File: src/rtl/lcdt_pkg.sv
// Shared types, constants and the STAT level function for the LCD line timing block.
// No dependencies; imported by lcd_line_timing_and_stat_irq.
package lcdt_pkg;

    // Timing constants
    localparam int DOTS_PER_LINE    = 456;
    localparam int VISIBLE_LINES    = 144;
    localparam int LAST_LINE        = 153;
    localparam int DRAW_START_DOT   = 80;
    localparam int HBLANK_START_DOT = 252;
    localparam int MAX_DOTS_IN      = 255;

    // Dot accumulator must hold (DOTS_PER_LINE - 1) + MAX_DOTS_IN
    localparam int DOT_W  = $clog2(DOTS_PER_LINE + MAX_DOTS_IN);
    localparam int LINE_W = 8;
    localparam int CFG_W  = 8;

    typedef enum logic [1:0] {
        MODE_HBLANK = 2'd0,
        MODE_VBLANK = 2'd1,
        MODE_OAM    = 2'd2,
        MODE_DRAW   = 2'd3
    } mode_t;

    typedef enum logic {
        SEQ_IDLE = 1'b0,
        SEQ_RUN  = 1'b1
    } seq_state_t;

    // Configuration register indexes
    typedef enum logic {
        REG_LINE_COMPARE = 1'b0,
        REG_STAT_ENABLE  = 1'b1
    } cfg_index_t;

    // STAT source enable bit positions
    localparam int EN_HBLANK = 0;
    localparam int EN_VBLANK = 1;
    localparam int EN_OAM    = 2;
    localparam int EN_COIN   = 3;

    typedef struct packed {
        logic [7:0] dots_elapsed;
        logic       lcd_on;
    } in_item_t;

    typedef struct packed {
        logic [1:0] current_mode;
        logic [7:0] current_line;
        logic       coincidence;
        logic       vblank_request;
        logic       stat_request;
        logic       render_start;
        logic       sprite_search_start;
    } out_item_t;

    // OR of the enabled STAT sources
    function automatic logic stat_level(mode_t m, logic coin, logic [3:0] en);
        return (m == MODE_HBLANK && en[EN_HBLANK])
            || (m == MODE_VBLANK && en[EN_VBLANK])
            || (m == MODE_OAM    && en[EN_OAM])
            || (coin && en[EN_COIN]);
    endfunction

endpackage

File: src/rtl/lcd_line_timing_and_stat_irq.sv
// LCD line timing and STAT/vblank interrupt generator, top level.
// Depends on lcdt_pkg for types, timing constants and the STAT level function.

// One input transfer adds dots_elapsed dot clocks to the line timing and yields
// exactly one result transfer with the mode and line after the step, the
// coincidence flag, and one-shot flags for vblank entry, a STAT rising edge,
// render start and sprite search start.  The block works on one item at a
// time: after an item is loaded the sequencer steps through each timing
// event (mode or line change), then hands the result over when the output
// register is free; each event step reuses a single dot compare/subtract
// unit against the 80, 252 or 456 dot threshold.  A new item is taken as soon
// as the sequencer is idle, even while the previous result still waits in the
// output register.  With lcd_on low the step forces mode 0 (which can fire an
// enabled hblank or coincidence source), clears line, dots and the STAT level,
// and keeps the coincidence flag.  Configuration writes take effect at the
// next mode or line change, or at a display-off step.
module lcd_line_timing_and_stat_irq (
    input  logic                        clk,
    input  logic                        rst_n,
    input  logic                        in_valid,
    output logic                        in_stall,
    input  lcdt_pkg::in_item_t          in_data,
    output logic                        out_valid,
    input  logic                        out_stall,
    output lcdt_pkg::out_item_t         out_data,
    input  logic                        cfg_we,
    input  lcdt_pkg::cfg_index_t        cfg_index,
    input  logic [lcdt_pkg::CFG_W-1:0]  cfg_data
);
    import lcdt_pkg::*;

    localparam logic [DOT_W-1:0]  DOTS_LINE_C  = DOT_W'(DOTS_PER_LINE);
    localparam logic [DOT_W-1:0]  DRAW_DOT_C   = DOT_W'(DRAW_START_DOT);
    localparam logic [DOT_W-1:0]  HBLANK_DOT_C = DOT_W'(HBLANK_START_DOT);
    localparam logic [LINE_W-1:0] VIS_LINES_C  = LINE_W'(VISIBLE_LINES);
    localparam logic [LINE_W-1:0] LAST_LINE_C  = LINE_W'(LAST_LINE);

    // Configuration registers
    logic [7:0] line_compare_reg;
    logic [3:0] stat_enable_reg;

    // Timing state
    seq_state_t        state_reg, state_next;
    logic [DOT_W-1:0]  dot_reg, dot_next;
    logic [LINE_W-1:0] line_reg, line_next;
    mode_t             mode_reg, mode_next;
    logic              level_reg, level_next;
    logic              coin_reg, coin_next;

    // Per-item event flags
    logic vbl_reg, vbl_next;
    logic req_reg, req_next;
    logic rend_reg, rend_next;
    logic spr_reg, spr_next;

    // Output register
    logic      out_valid_reg, out_valid_next;
    out_item_t out_reg, out_next;

    // Shared dot compare/subtract unit
    logic [DOT_W-1:0] thr;
    logic [DOT_W:0]   diff;
    logic             dot_ge;

    // Scratch for chained STAT evaluations within one event step
    logic [LINE_W-1:0] line_inc;
    mode_t             mode_tmp;
    logic              lev_tmp, lvl_a, lvl_b, coin_tmp;
    logic              in_vblank, out_free;

    assign in_stall  = (state_reg != SEQ_IDLE);
    assign out_valid = out_valid_reg;
    assign out_data  = out_reg;
    assign out_free  = !out_valid_reg || !out_stall;
    assign in_vblank = (line_reg >= VIS_LINES_C);
    assign line_inc  = line_reg + LINE_W'(1);

    always_comb
    begin
        if (in_vblank)
            thr = DOTS_LINE_C;
        else
        begin
            case (mode_reg)
                MODE_OAM:  thr = DRAW_DOT_C;
                MODE_DRAW: thr = HBLANK_DOT_C;
                default:   thr = DOTS_LINE_C;
            endcase
        end
        diff   = {1'b0, dot_reg} - {1'b0, thr};
        dot_ge = !diff[DOT_W];
    end

    // config writes
    always_ff @(posedge clk or negedge rst_n)
    begin
        if (!rst_n)
        begin
            line_compare_reg <= '0;
            stat_enable_reg  <= '0;
        end
        else if (cfg_we)
        begin
            case (cfg_index)
                REG_LINE_COMPARE: line_compare_reg <= cfg_data;
                REG_STAT_ENABLE:  stat_enable_reg  <= cfg_data[3:0];
                default: ;
            endcase
        end
    end

    always_ff @(posedge clk or negedge rst_n)
    begin
        if (!rst_n)
        begin
            state_reg     <= SEQ_IDLE;
            dot_reg       <= '0;
            line_reg      <= '0;
            mode_reg      <= MODE_OAM;
            level_reg     <= 1'b0;
            coin_reg      <= 1'b0;
            vbl_reg       <= 1'b0;
            req_reg       <= 1'b0;
            rend_reg      <= 1'b0;
            spr_reg       <= 1'b0;
            out_valid_reg <= 1'b0;
        end
        else
        begin
            state_reg     <= state_next;
            dot_reg       <= dot_next;
            line_reg      <= line_next;
            mode_reg      <= mode_next;
            level_reg     <= level_next;
            coin_reg      <= coin_next;
            vbl_reg       <= vbl_next;
            req_reg       <= req_next;
            rend_reg      <= rend_next;
            spr_reg       <= spr_next;
            out_valid_reg <= out_valid_next;
        end
    end

    always_ff @(posedge clk)
    begin
        out_reg <= out_next;
    end

    always_comb
    begin
        state_next     = state_reg;
        dot_next       = dot_reg;
        line_next      = line_reg;
        mode_next      = mode_reg;
        level_next     = level_reg;
        coin_next      = coin_reg;
        vbl_next       = vbl_reg;
        req_next       = req_reg;
        rend_next      = rend_reg;
        spr_next       = spr_reg;
        out_valid_next = out_valid_reg && out_stall;
        out_next       = out_reg;
        mode_tmp       = mode_reg;
        lev_tmp        = level_reg;
        coin_tmp       = coin_reg;
        lvl_a          = 1'b0;
        lvl_b          = 1'b0;

        case (state_reg)
            SEQ_IDLE:
            begin
                if (in_valid)
                begin
                    state_next = SEQ_RUN;
                    vbl_next   = 1'b0;
                    rend_next  = 1'b0;
                    spr_next   = 1'b0;
                    if (in_data.lcd_on)
                    begin
                        req_next = 1'b0;
                        dot_next = dot_reg + DOT_W'(in_data.dots_elapsed);
                    end
                    else
                    begin
                        // forced hblank still evaluates STAT before clearing
                        lvl_a      = stat_level(MODE_HBLANK, coin_reg, stat_enable_reg);
                        req_next   = lvl_a && !level_reg;
                        mode_next  = MODE_HBLANK;
                        line_next  = '0;
                        dot_next   = '0;
                        level_next = 1'b0;
                    end
                end
            end

            SEQ_RUN:
            begin
                if (in_vblank && mode_reg != MODE_VBLANK)
                begin
                    mode_next  = MODE_VBLANK;
                    vbl_next   = 1'b1;
                    lvl_a      = stat_level(MODE_VBLANK, coin_reg, stat_enable_reg);
                    req_next   = req_reg || (lvl_a && !level_reg);
                    level_next = lvl_a;
                end
                else if (!dot_ge)
                begin
                    // nothing more to do: hand the result over
                    if (out_free)
                    begin
                        out_valid_next               = 1'b1;
                        out_next.current_mode        = mode_reg;
                        out_next.current_line        = line_reg;
                        out_next.coincidence         = coin_reg;
                        out_next.vblank_request      = vbl_reg;
                        out_next.stat_request        = req_reg;
                        out_next.render_start        = rend_reg;
                        out_next.sprite_search_start = spr_reg;
                        state_next                   = SEQ_IDLE;
                    end
                end
                else if (in_vblank)
                begin
                    // end of a vblank line; wrap to line 0 after the last one
                    dot_next  = diff[DOT_W-1:0];
                    line_next = line_inc;
                    req_next  = req_reg;
                    if (line_inc > LAST_LINE_C)
                    begin
                        line_next = '0;
                        mode_tmp  = MODE_OAM;
                        spr_next  = 1'b1;
                        lvl_a     = stat_level(MODE_OAM, coin_reg, stat_enable_reg);
                        req_next  = lvl_a && !level_reg;
                        lev_tmp   = lvl_a;
                    end
                    coin_tmp   = (line_next == line_compare_reg);
                    lvl_b      = stat_level(mode_tmp, coin_tmp, stat_enable_reg);
                    req_next   = req_reg || req_next || (lvl_b && !lev_tmp);
                    mode_next  = mode_tmp;
                    coin_next  = coin_tmp;
                    level_next = lvl_b;
                end
                else if (mode_reg == MODE_OAM)
                begin
                    mode_next  = MODE_DRAW;
                    rend_next  = 1'b1;
                    lvl_a      = stat_level(MODE_DRAW, coin_reg, stat_enable_reg);
                    req_next   = req_reg || (lvl_a && !level_reg);
                    level_next = lvl_a;
                end
                else if (mode_reg == MODE_DRAW)
                begin
                    mode_next  = MODE_HBLANK;
                    lvl_a      = stat_level(MODE_HBLANK, coin_reg, stat_enable_reg);
                    req_next   = req_reg || (lvl_a && !level_reg);
                    level_next = lvl_a;
                end
                else
                begin
                    // end of a visible line (hblank, or stray vblank mode)
                    dot_next  = diff[DOT_W-1:0];
                    line_next = line_inc;
                    coin_tmp  = (line_inc == line_compare_reg);
                    lvl_a     = stat_level(mode_reg, coin_tmp, stat_enable_reg);
                    req_next  = req_reg || (lvl_a && !level_reg);
                    lev_tmp   = lvl_a;
                    if (line_inc < VIS_LINES_C)
                    begin
                        mode_tmp = MODE_OAM;
                        spr_next = 1'b1;
                        lvl_b    = stat_level(MODE_OAM, coin_tmp, stat_enable_reg);
                        req_next = req_next || (lvl_b && !lev_tmp);
                        lev_tmp  = lvl_b;
                    end
                    mode_next  = mode_tmp;
                    coin_next  = coin_tmp;
                    level_next = lev_tmp;
                end
            end

            default:
            begin
                state_next = SEQ_IDLE;
            end
        endcase
    end

endmodule

File: config.mk
export PLATFORM = sky130hd
export DESIGN_NAME = lcd_line_timing_and_stat_irq
export DESIGN_NICKNAME = d
export VERILOG_FILES = /design/src/rtl/lcdt_pkg.sv /design/src/rtl/lcd_line_timing_and_stat_irq.sv
export SDC_FILE = /design/constraint.sdc
export NUM_CORES = 1
export LEC_CHECK = 0
export ABC_AREA = 1
export BUFFER_PORTS_ARGS = -buffer_cell sky130_fd_sc_hd__clkbuf_2
export CAP_MARGIN = 20
export CORE_MARGIN = 3
export CORE_UTILIZATION = 35
export DETAILED_ROUTE_END_ITERATION = 16
export PLACE_DENSITY = 0.6
export RECOVER_POWER = 50
export SLEW_MARGIN = 20
export SYNTH_ARGS = -nofsm -noshare
export SYNTH_HDL_FRONTEND = slang
export SYNTH_SLANG_ARGS = --single-unit
File: constraint.sdc
create_clock -name clk -period 4.5 [get_ports clk]
set_input_delay 0.225 -clock clk [delete_from_list [all_inputs] [get_ports clk]]
set_output_delay 0.225 -clock clk [all_outputs]
set_load 0.05 [all_outputs]
==> results of run 1 <==
-- logic make-up after synthesis --
group | share of synthesized area
and+or+nand+nor | 0.289
AOI/OAI and AO/OA | 0.140
buffers and inverters | 0.0834
DFF | 0.415
adders and majority gates | 0.0687
muxes | 0.00286
-- placed cells by master, fill, tap and decap left out, types with 3 or more instances in the layout --
cell type	instances
ha_1	16
nand3_2	3
edfxtp_1	15
nor3_1	3
nand2_1	117
o22ai_1	8
or2_2	4
nand3b_1	3
a31oi_1	4
inv_2	11
a21oi_1	23
nor2_4	5
o21ai_0	33
nand3_1	37
clkbuf_8	5
inv_1	50
nand2_2	6
clkbuf_2	37
nand4_1	5
dfrtp_1	39
o21ai_1	6
nor2_1	35
-- per-layer routing --
metal  GRT usage  vias up
li1            -     1579
met4      0.0361        0
met1       0.211     1357
met2       0.224       86
met5           0        -
met3      0.0200        7
-- critical path, delay by kind of cell, from the launching register on --
kind                     cells  cell delay, ps
flip-flops                   1             630
buffers and inverters        4             330
adder cells (fa/ha/maj)      1             250
AND/OR/NAND/NOR             11            1730
AO/OA/AOI/OAI                3             400
-- cells in the mapped netlist, types with 2 or more instances --
master       n
nand2_1    117
inv_1       50
dfrtp_1     39
nand3_1     37
nor2_1      35
o21ai_0     33
a21oi_1     23
ha_1        16
edfxtp_1    15
inv_2       11
o22ai_1      8
nand2_2      6
o21ai_1      6
nand4_1      5
nor2_4       5
a31oi_1      4
clkbuf_1     4
or2_2        4
buf_2        3
nand3_2      3
nand3b_1     3
nor3_1       3
a22oi_1      2
clkinv_1     2
fa_1         2
o2111ai_1    2
o31ai_1      2
-- how the worst max path moves through the flow --
stage                                       start                      end  slack (ps)  cells past startpoint
final                     mode_reg[1]$_DFFE_PN1P_  line_reg[6]$_DFFE_PN0P_        1050                     19
after global routing      mode_reg[1]$_DFFE_PN1P_      spr_reg$_DFFE_PN0P_         680                     22
after CTS                 mode_reg[1]$_DFFE_PN1P_  line_reg[6]$_DFFE_PN0P_        1060                     19
after detailed placement  mode_reg[1]$_DFFE_PN1P_  line_reg[6]$_DFFE_PN0P_        1090                     19
after global placement    mode_reg[1]$_DFFE_PN1P_      spr_reg$_DFFE_PN0P_        1250                     23
after floorplan           mode_reg[1]$_DFFE_PN1P_    out_data[0]$_DFFE_PP_         860                     19
-- per-stage QoR --
stage               instances  power, mW  worst slack, ps  utilization
floorplan                 453       2.24              857            -
global placement          614       2.57             1250        0.404
detailed placement        614       2.59             1090        0.404
CTS                       622       2.89             1060        0.413
global route              622       3.16              679        0.413
finish                    622       2.87             1050        0.413
-- final cells by class --
type                            count  area [um^2]
Multi-Input combinational cell    325         1750
Fill cell                         971         5550
Clock inverter                      3         22.5
Tap cell                          129          161
Inverter                           65          250
Sequential cell                    55         1450
Clock buffer                        5         68.8
Timing Repair Buffer               40          200
-- where the power goes --
part	switching, mW	internal [mW]	leakage (nW)	total [mW]
sequential	0.190	0.741	0.633	0.931
combinational	1.12	0.536	1.24	1.65
clock	0.174	0.112	0.0485	0.286
==> results by group, run 1 <==
Outcome
  – Run status: finished with violations
  – Failing checks: max-capacitance violations, max-slew violations

Job
  – Max cap viols: 1

Timing
  – # setup viols final: 0
  – Final Hold Vio Count: 0
  – Final setup TNS: 0 ps
  – Tmin final: 3450 ps
  – RSZ-0062 raised after global routing: false
  – Slew @ Worst Pin: 2220 ps
  – Fin crit share: 0.767
  – Max_slew headroom: -0.479
  – Final Max Slew Viols: 41
  – Setup Skew: 8.14 ps
  – Max Fclk: 290 MHz
  – Final hold slack: 128 ps

Critical path
  – Startpoint class of the critical path: register
  – Largest fanout on the critical path: 10
  – Slowest stage cell, crit path: dfstp_2
  – Worst-path cell chain: inv_1, nor2_1, inv_1, nor2_1, fa_1, nand2_1, inv_2, o21ai_1, nand2_1, nand2_2, o21bai_2, nand2_1, nand2_1, inv_2, nand2_1, nand2_2, nor4_4, nand3_2, o22ai_1
  – CP Capture Type: register
  – Reg2reg start: mode_reg[1]$_DFFE_PN1P_
  – Worst EP required: 4730 ps
  – CP dominant cell by count: nand2_1
  – Reg2Reg Depth: 19
  – R2R Setup Slk: 1050 ps
  – Max incr delay on CP: 630 ps
  – CP arrival: 3680 ps
  – Setup CP Type: reg2reg
  – Reg2reg end: line_reg[6]$_DFFE_PN0P_

Placed design
  – Placed instance area: 3820 um^2
  – PortBufs: 39
  – GPL Wtd Cong: 0.895
  – Post-DP HPWL: 6060 um

Final layout
  – Final #Nets: 533
  – Share of layout cells above drive strength 1: 0.168
  – Syn-to-layout area delta: 11.8%
  – Ant diodes: 0
  – Design area: 3910 um^2
  – Max reg flops: 15

Detailed routing
  – WL met2: 3370 um
  – Highest routed metal layer: met4
  – DR WL/cell: 12.6 um
  – DR pass1 iterations: 5
  – Detailed-route via count: 3029
  – DRT antenna net count: 0
  – Routed WL: 7840 um
  – WL met3: 372 um
  – Vias per Instance: 4.87
  – Iter 0 DRT Violations: 214
  – DRC errors left: 0
  – Wl on met1: 4020 um

Global route
  – Initial antenna violation count: 0
  – Vias in the first global route: 2894
  – Grt ovf: 0
  – Pin count of the biggest net entering global routing: 41
  – First-pass GRT wire length: 13400 um
  – Total track usage: 0.144

Floorplanning
  – Area of the die: 11200 um^2
  – # IOs: 40
  – Row count: 35
  – Die W: 106 um
  – Starting Density: 0.370
  – Core area: 9460 um^2
  – Chip height: 106 um

Min path
  – Worst Hold End: out_valid$_DFF_PN0_
  – Hold Path Class: in2reg
  – Hold_sp: out_stall
  – Hold Path Stages: 3

Yosys
  – Avg Inst Size Synth: 7.72 um^2
  – Net Count, Synth: 494
  – Ys flop type: dfrtp_1
  – Ys async rst share: 0.727
  – EDFF count, synth: 15
  – Synth top area cells: dfrtp_1 28%, edfxtp_1 13%, nand2_1 13%
  – Most area-hungry cell type in the Yosys netlist: dfrtp_1
  – Register area share after synthesis: 0.415
  – Yosys warns: 0
  – Synth Cell Area: 3500 um^2
  – Distinct cells, synth: 40
  – #FFs+latches synth: 55
  – Post-Synthesis Cells: 453
  – Top cell type's share of synthesized area: 0.279

Clock network
  – Clock transition at the registers of the reported paths: 100 ps
  – Resize count post-CTS: 0
  – Clk buf depth: 2
  – CTS tree: built
  – Post CTS Setup Buffer Count: 0
  – Clk root buf: clkbuf_8
  – CTS Hold Bufs: 0
  – Skew-Pair Late Insertion Delay: 320 ps
  – Num CTS Buffers: 5
  – Htree depth: 2
  – CTS sink count: 55

Power and ir drop
  – Maximum vdd drop: 0.259 mV
  – Leakage power: 1.92 nW
  – P per Cell Area: 735 nW/um^2
(Power assumes the default switching activity.)
==> run 2, diff against run 1 <==
--- a/config.mk
+++ b/config.mk
@@ -5,7 +5,7 @@
 export SDC_FILE = /design/constraint.sdc
 export NUM_CORES = 1
 export LEC_CHECK = 0
-export ABC_AREA = 1
+export ABC_AREA = 0
 export BUFFER_PORTS_ARGS = -buffer_cell sky130_fd_sc_hd__clkbuf_2
 export CAP_MARGIN = 20
 export CORE_MARGIN = 3
==> constraint.sdc (replaced) <==
create_clock -name clk -period 3.6 [get_ports clk]
set_input_delay 0.18 -clock clk [delete_from_list [all_inputs] [get_ports clk]]
set_output_delay 0.18 -clock clk [all_outputs]
set_load 0.05 [all_outputs]
==> run 2 against run 1 <==
The run still ends with max-capacitance violations, max-slew violations left. Hold slack got worse by 41 ps. Largest power group unchanged. Sequential share of layout area fell by 1.9 points. Routed wire length increased by 7.0%. Flip-flop and latch count did not move. Critical path depth down 3. Register-to-register slack worse by 790 ps. First-iteration DRC count up 50%.
==> results by group, run 2 <==
Timing
  – # setup viols final: 0 (unchanged)
  – Fin crit share: 0.928 (+0.161)
  – Max Fclk: 299 MHz (+3.3%)
  – Final Max Slew Viols: 41 (unchanged)
  – Final Hold Vio Count: 0 (unchanged)
  – Slew @ Worst Pin: 2250 ps (+36.4 ps)
  – Setup slack after layout: 258 ps (-791 ps)
  – Setup Skew: 8.24 ps (+0.0931 ps)
  – Tmin final: 3340 ps (-109 ps)
  – RSZ-0062 raised after global routing: false
  – Final setup TNS: 0 ps (unchanged)
  – Final hold slack: 87.6 ps (-40.5 ps)
  – Max_slew headroom: -0.503 (-0.0243)

Yosys
  – Top cell type's share of synthesized area: 0.272 (-0.00739)
  – Avg Inst Size Synth: 9.50 um^2 (+23%)
  – Yosys warns: 0 (unchanged)
  – Ys flop type: dfrtp_1
  – Distinct cells, synth: 72 (+80%)
  – Post-Synthesis Cells: 378 (-17%)
  – EDFF count, synth: 15 (unchanged)
  – Most common library cells after synthesis: 39 x dfrtp_1, 38 x nand2_1, 33 x a21oi_1
  – Most area-hungry cell type in the Yosys netlist: dfrtp_1
  – Synth top area cells: dfrtp_1 27%, edfxtp_1 13%, ha_1 5.6%
  – Synth Cell Area: 3590 um^2 (+2.7%)
  – Ys async rst share: 0.727 (unchanged)
  – Most common cell in the netlist: dfrtp_1
  – Net Count, Synth: 419 (-15%)
  – Register area share after synthesis: 0.404 (-0.0110)
  – #FFs+latches synth: 55 (unchanged)

Final layout
  – Max reg flops: 15 (unchanged)
  – Syn-to-layout area delta: 14.6%
  – Final #Nets: 464 (-13%)
  – Design area: 4120 um^2 (+5.3%)
  – Share of layout cells above drive strength 1: 0.198 (+0.0298)
  – Ant diodes: 0 (unchanged)
  – Most frequent cells in the layout: 39 x dfrtp_1, 38 x nand2_1, 37 x clkbuf_2
  – Fin cells: 557 (-10%)
  – Commonest non-fill, non-tap cell in the layout: dfrtp_1
  – Fill count: 963 (-0.82%)
  – Final core utilization: 0.417 (+0.00420)

Clock network
  – Htree depth: 2 (unchanged)
  – Clock transition at the registers of the reported paths: 110 ps (about the same)
  – CTS sink count: 55 (unchanged)
  – CTS tree: built
  – Skew-Pair Late Insertion Delay: 310 ps (about the same)
  – Clk buf depth: 2 (unchanged)
  – Clk root buf: clkbuf_8
  – Num CTS Buffers: 5 (unchanged)

Floorplanning
  – Starting Density: 0.364 (-0.00555)
  – # IOs: 40 (unchanged)
  – Core area: 9860 um^2 (+4.3%)
  – Area of the die: 11500 um^2 (+2.6%)
  – Chip height: 107 um (+1.3%)
  – Die W: 107 um (+1.3%)
  – Row count: 36 (+2.9%)

Min path
  – Hold Path Class: in2reg

Global route
  – First-pass GRT wire length: 14000 um (+4.5%)
  – Pin count of the biggest net entering global routing: 41 (unchanged)
  – Grt ovf: 0 (unchanged)
  – Vias in the first global route: 2847 (-1.6%)
  – Total track usage: 0.149 (+0.00533)
  – Initial antenna violation count: 0 (unchanged)

Power and ir drop
  – Maximum vdd drop: 0.298 mV (+15%)
  – Total Power: 3.75 mW (+31%)
  – P per Cell Area: 911 nW/um^2 (+24%)
  – Leakage power: 1.71 nW (-11%)

Detailed routing
  – DRC errors left: 0 (unchanged)
  – Vias per Instance: 5.42 (+11%)
  – DRT antenna net count: 0 (unchanged)
  – Iter 0 DRT Violations: 322 (+50%)
  – DR WL/cell: 15.1 um (+20%)
  – DR pass1 iterations: 4 (-1)
  – Routed WL: 8390 um (+7.0%)
  – Detailed-route via count: 3017 (-0.40%)

Critical path
  – Largest fanout on the critical path: 5 (-5)
  – Worst EP required: 3800 ps (-930 ps)
  – CP Capture Type: register
  – Setup CP Type: reg2reg
  – Startpoint class of the critical path: register
  – CP arrival: 3540 ps (-140 ps)

Placed design
  – Placed instance area: 4010 um^2 (+4.8%)
  – PortBufs: 39 (unchanged)
  – Dpl cells: 548 (-11%)
  – Post-place setup slack: 175 ps (-913 ps)
  – GPL Wtd Cong: 0.881 (-1.6%)
  – Post-DP HPWL: 6500 um (+7.3%)

Outcome
  – Failing checks: max-capacitance violations, max-slew violations
  – Run status: finished with violations

Job
  – Max cap viols: 1 (unchanged)
## run 2: cell type report
type                    count  area (um^2)  share of cell area
clock inverters             3         46.3              0.0112
multi-input cells         293         2040               0.496
flip-flops and latches     55         1450               0.353
inverters                  15         56.3              0.0137
clock buffers               5         68.8              0.0167
well taps                 133          166              0.0404
repair buffers             53          284              0.0690
## run 2: metal layers
layer  global-route usage  part of all wire  routed length (um)
met1                0.230              0.51                4270
met2                0.221              0.44                3720
met3               0.0222             0.041                 344
met4               0.0301            0.0073                  61
met5                    0                 0                   0
## run 2: power by group
group          switching [mW]  leakage [nW]  internal (mW)  total, mW
Clock                   0.215        0.0548          0.210      0.425
Sequential              0.238         0.635          0.914       1.15
Combinational            1.33          1.02          0.843       2.18
Total                    1.79          1.71           1.97       3.75
## run 2: cell families after synthesis
kind of cell / share of synthesized area
XOR/XNOR: 0.0408
AND/OR/NAND/NOR: 0.175
adder cells (fa/ha/maj): 0.0669
buffers and inverters: 0.0369
AO/OA/AOI/OAI: 0.230
flip-flops: 0.404
multiplexers: 0.0456
## run 2: what timing repair did
item                                    in CTS  in global routing
hold buffers                                 0                  0
endpoints found under the setup margin       0                 20
buffers inserted                             0                  1
resized for setup                            0                  3
## run 2: critical path, stage by stage (launching register included)
cell and delay (ps):
dfrtp_1 420, o31ai_4 260, nand2_1 140, inv_1 100, nand2_1 80, inv_1 60
ha_1 130, inv_1 50, fa_2 350, a21o_1 160, a21o_1 190, a31o_2 290
a211o_1 360, nand2b_1 130, and2_4 180, nor2_1 80, a22o_1 270
## run 2: worst paths after layout
kind | start | end | slack, ps | cells after the start
max | line_reg[6]$_DFFE_PN0P_ | line_reg[7]$_DFFE_PN0P_ | 260 | 16
min | cfg_data[7] | line_compare_reg[7]$_DFFE_PN0P_ | 90 | 2
max reg2reg | line_reg[6]$_DFFE_PN0P_ | line_reg[7]$_DFFE_PN0P_ | 260 | 16
min reg2reg | spr_reg$_DFFE_PN0P_ | out_data[0]$_DFFE_PP_ | 460 | 0
max in group asynchronous | rst_n | dot_reg[3]$_DFFE_PN0P_ | 1800 | 1
min in group asynchronous | rst_n | line_reg[0]$_DFFE_PN0P_ | 530 | 1
==> run 3, diff against run 2 <==
==> constraint.sdc (replaced) <==
create_clock -name clk -period 3.6 [get_ports clk]
set_input_delay 0 -clock clk [delete_from_list [all_inputs] [get_ports clk]]
set_output_delay 0 -clock clk [all_outputs]
set_load 0.05 [all_outputs]
==> run 3 against run 2 <==
The run still ends with max-capacitance violations, max-slew violations left. Die area unchanged. Register-to-register slack about the same. Sequential share of layout area shrank 0.76 points. Final cell count rose by 2.0%. Via count rose by 0.36%. Hold slack worse by 34 ps. Setup slack lost 1.7 ps. Critical endpoint unchanged. Largest power group unchanged. Highest routed layer unchanged.
==> results by group, run 3 (synthesis gave the netlist of run 2 again) <==
Timing
  – Fin crit share: 0.929 (about the same)
  – RSZ-0062 raised after global routing: false
  – Slew @ Worst Pin: 2270 ps (+11.3 ps)
  – Tmin final: 3340 ps (+1.70 ps)
  – Final Max Slew Viols: 41 (unchanged)
  – Setup Skew: 7.23 ps (-1.00 ps)
  – Max Fclk: 299 MHz (about the same)
  – Max_slew headroom: -0.511 (-0.00752)
  – Final setup TNS: 0 ps (unchanged)
  – # setup viols final: 0 (unchanged)
  – Setup slack after layout: 257 ps (-1.70 ps)
  – Final Hold Vio Count: 0 (unchanged)

Detailed routing
  – Iter 0 DRT Violations: 292 (-9.3%)
  – DR pass1 iterations: 4 (unchanged)
  – DR WL/cell: 14.9 um (-1.3%)
  – DRT antenna net count: 0 (unchanged)
  – Routed WL: 8440 um (+0.67%)
  – DRC errors left: 0 (unchanged)
  – Vias per Instance: 5.33 (-1.6%)
  – Detailed-route via count: 3028 (+0.36%)

Global route
  – First-pass GRT wire length: 14100 um (+0.64%)
  – Grt ovf: 0 (unchanged)
  – Initial antenna violation count: 0 (unchanged)
  – Total track usage: 0.150 (+0.000766)
  – Vias in the first global route: 2881 (+1.2%)
  – Pin count of the biggest net entering global routing: 41 (unchanged)

Clock network
  – CTS sink count: 55 (unchanged)
  – Clock transition at the registers of the reported paths: 100 ps (about the same)
  – Htree depth: 2 (unchanged)
  – Num CTS Buffers: 5 (unchanged)
  – CTS tree: built
  – Clk root buf: clkbuf_8
  – Clk buf depth: 2 (unchanged)
  – Skew-Pair Late Insertion Delay: 310 ps (about the same)

Critical path
  – Slowest stage cell, crit path: dfrtp_1
  – R2R Setup Slk: 260 ps (about the same)
  – Max incr delay on CP: 420 ps (about the same)
  – Worst EP required: 3800 ps (about the same)
  – CP dominant cell by count: inv_1
  – Startpoint class of the critical path: register
  – CP Capture Type: register
  – Worst-path cell chain: o31ai_4, nand2_1, inv_1, nand2_1, inv_1, ha_1, inv_1, fa_2, a21o_1, a21o_1, a31o_2, a211o_1, nand2b_1, and2_4, nor2_1, a22o_1
  – Delay-heaviest family, CP: compound AO/OA/AOI/OAI gates
  – Reg2reg start: line_reg[6]$_DFFE_PN0P_
  – CP arrival: 3550 ps (about the same)
  – Largest fanout on the critical path: 5 (unchanged)
  – Reg2reg end: line_reg[7]$_DFFE_PN0P_
  – Crit path buf inv count: 3 (unchanged)
  – Setup CP Type: reg2reg
  – Reg2Reg Depth: 16 (unchanged)

Floorplanning
  – Area of the die: 11500 um^2 (unchanged)
  – # IOs: 40 (unchanged)
  – Chip height: 107 um (unchanged)
  – Die W: 107 um (unchanged)
  – Core area: 9860 um^2 (unchanged)
  – Row count: 36 (unchanged)
  – Starting Density: 0.364 (unchanged)

Final layout
  – Commonest non-fill, non-tap cell in the layout: dfrtp_1
  – Syn-to-layout area delta: 17.1%
  – Fill count: 973 (+1.0%)
  – Max reg flops: 15 (unchanged)
  – Share of layout cells above drive strength 1: 0.156 (-0.0418)
  – Ant diodes: 0 (unchanged)
  – Most frequent cells in the layout: 39 x dfrtp_1, 38 x nand2_1, 32 x a21oi_1
  – Final #Nets: 475 (+2.4%)

Job
  – Max cap viols: 1 (unchanged)

Min path
  – Hold_sp: in_data[0]
  – Hold Path Class: in2reg
  – Hold Path Stages: 3 (+1)
  – Worst Hold End: dot_reg[1]$_DFFE_PN0P_

Placed design
  – Post-DP HPWL: 6500 um (unchanged)
  – GPL Wtd Cong: 0.881 (unchanged)
  – PortBufs: 39 (unchanged)
  – Post-place setup slack: 175 ps (unchanged)

Outcome
  – Run status: finished with violations
  – Failing checks: max-capacitance violations, max-slew violations

Power and ir drop
  – P per Cell Area: 889 nW/um^2 (-2.5%)
  – Maximum vdd drop: 0.294 mV (-1.4%)
  – Leakage power: 1.71 nW (-0.13%)
## run 3: area by class of cell
type	count	area, um^2	share of cell area
sequential	55	1450	0.345
inverter	15	56.3	0.0134
timing repair buffer	64	374	0.0889
multi-input combinational	293	2040	0.486
clock inverter	3	46.3	0.0110
clock buffer	5	68.8	0.0164
tap	133	166	0.0395
## run 3: report_power, final
part           leakage (nW)  switching, mW  internal, mW
clock network        0.0548          0.214         0.210
registers             0.635          0.237         0.913
logic                  1.02           1.33         0.831
## run 3: worst max path at each step
stage                                  startpoint                       to  slack, ps  cells past startpoint
after global routing      line_reg[6]$_DFFE_PN0P_  mode_reg[0]$_DFFE_PN0P_          2                     17
after global placement    line_reg[6]$_DFFE_PN0P_    out_data[6]$_DFFE_PP_        240                     14
after detailed placement  line_reg[6]$_DFFE_PN0P_    out_data[6]$_DFFE_PP_        170                     14
final                     line_reg[6]$_DFFE_PN0P_  line_reg[7]$_DFFE_PN0P_        260                     16
after CTS                 line_reg[6]$_DFFE_PN0P_    out_data[0]$_DFFE_PP_        160                     14
after floorplan           line_reg[6]$_DFFE_PN0P_    out_data[0]$_DFFE_PP_          1                     15
## run 3: worst reg2reg max path: cells and delay by family, from the launching register on
| family | cells | cell delay, ps |
|---|---|---|
| flip-flops | 1 | 420 |
| AND/OR/NAND/NOR | 5 | 610 |
| adder cells (fa/ha/maj) | 2 | 480 |
| AO/OA/AOI/OAI | 6 | 1530 |
| buffers and inverters | 3 | 210 |
## run 3: stage by stage
stage / util / instance area (um^2) / power [mW] / hold WS (ps) / std cells
after floorplan: - / 3630 / 2.79 / -296 / 378
after global placement: 0.406 / 4010 / 3.28 / 232 / 548
after detailed placement: 0.406 / 4010 / 3.31 / 238 / 548
after CTS: 0.429 / 4230 / 3.76 / 58.7 / 567
after global routing: 0.427 / 4210 / 4.05 / 83.4 / 568
final: 0.427 / 4210 / 3.74 / 53.8 / 568
## run 3: routing by layer
layer / share of wire / global-route usage
met2: 0.45 / 0.224
met4: 0.0072 / 0.0301
met1: 0.50 / 0.230
met5: 0 / 0
met3: 0.049 / 0.0216
## run 3: what timing repair did
action                                  in CTS  in global routing
endpoints found under the hold margin       53                  0
hold buffers                                11                  0
setup buffers                                0                  1
resized for setup                            0                  3
endpoints found under the setup margin       0                 20
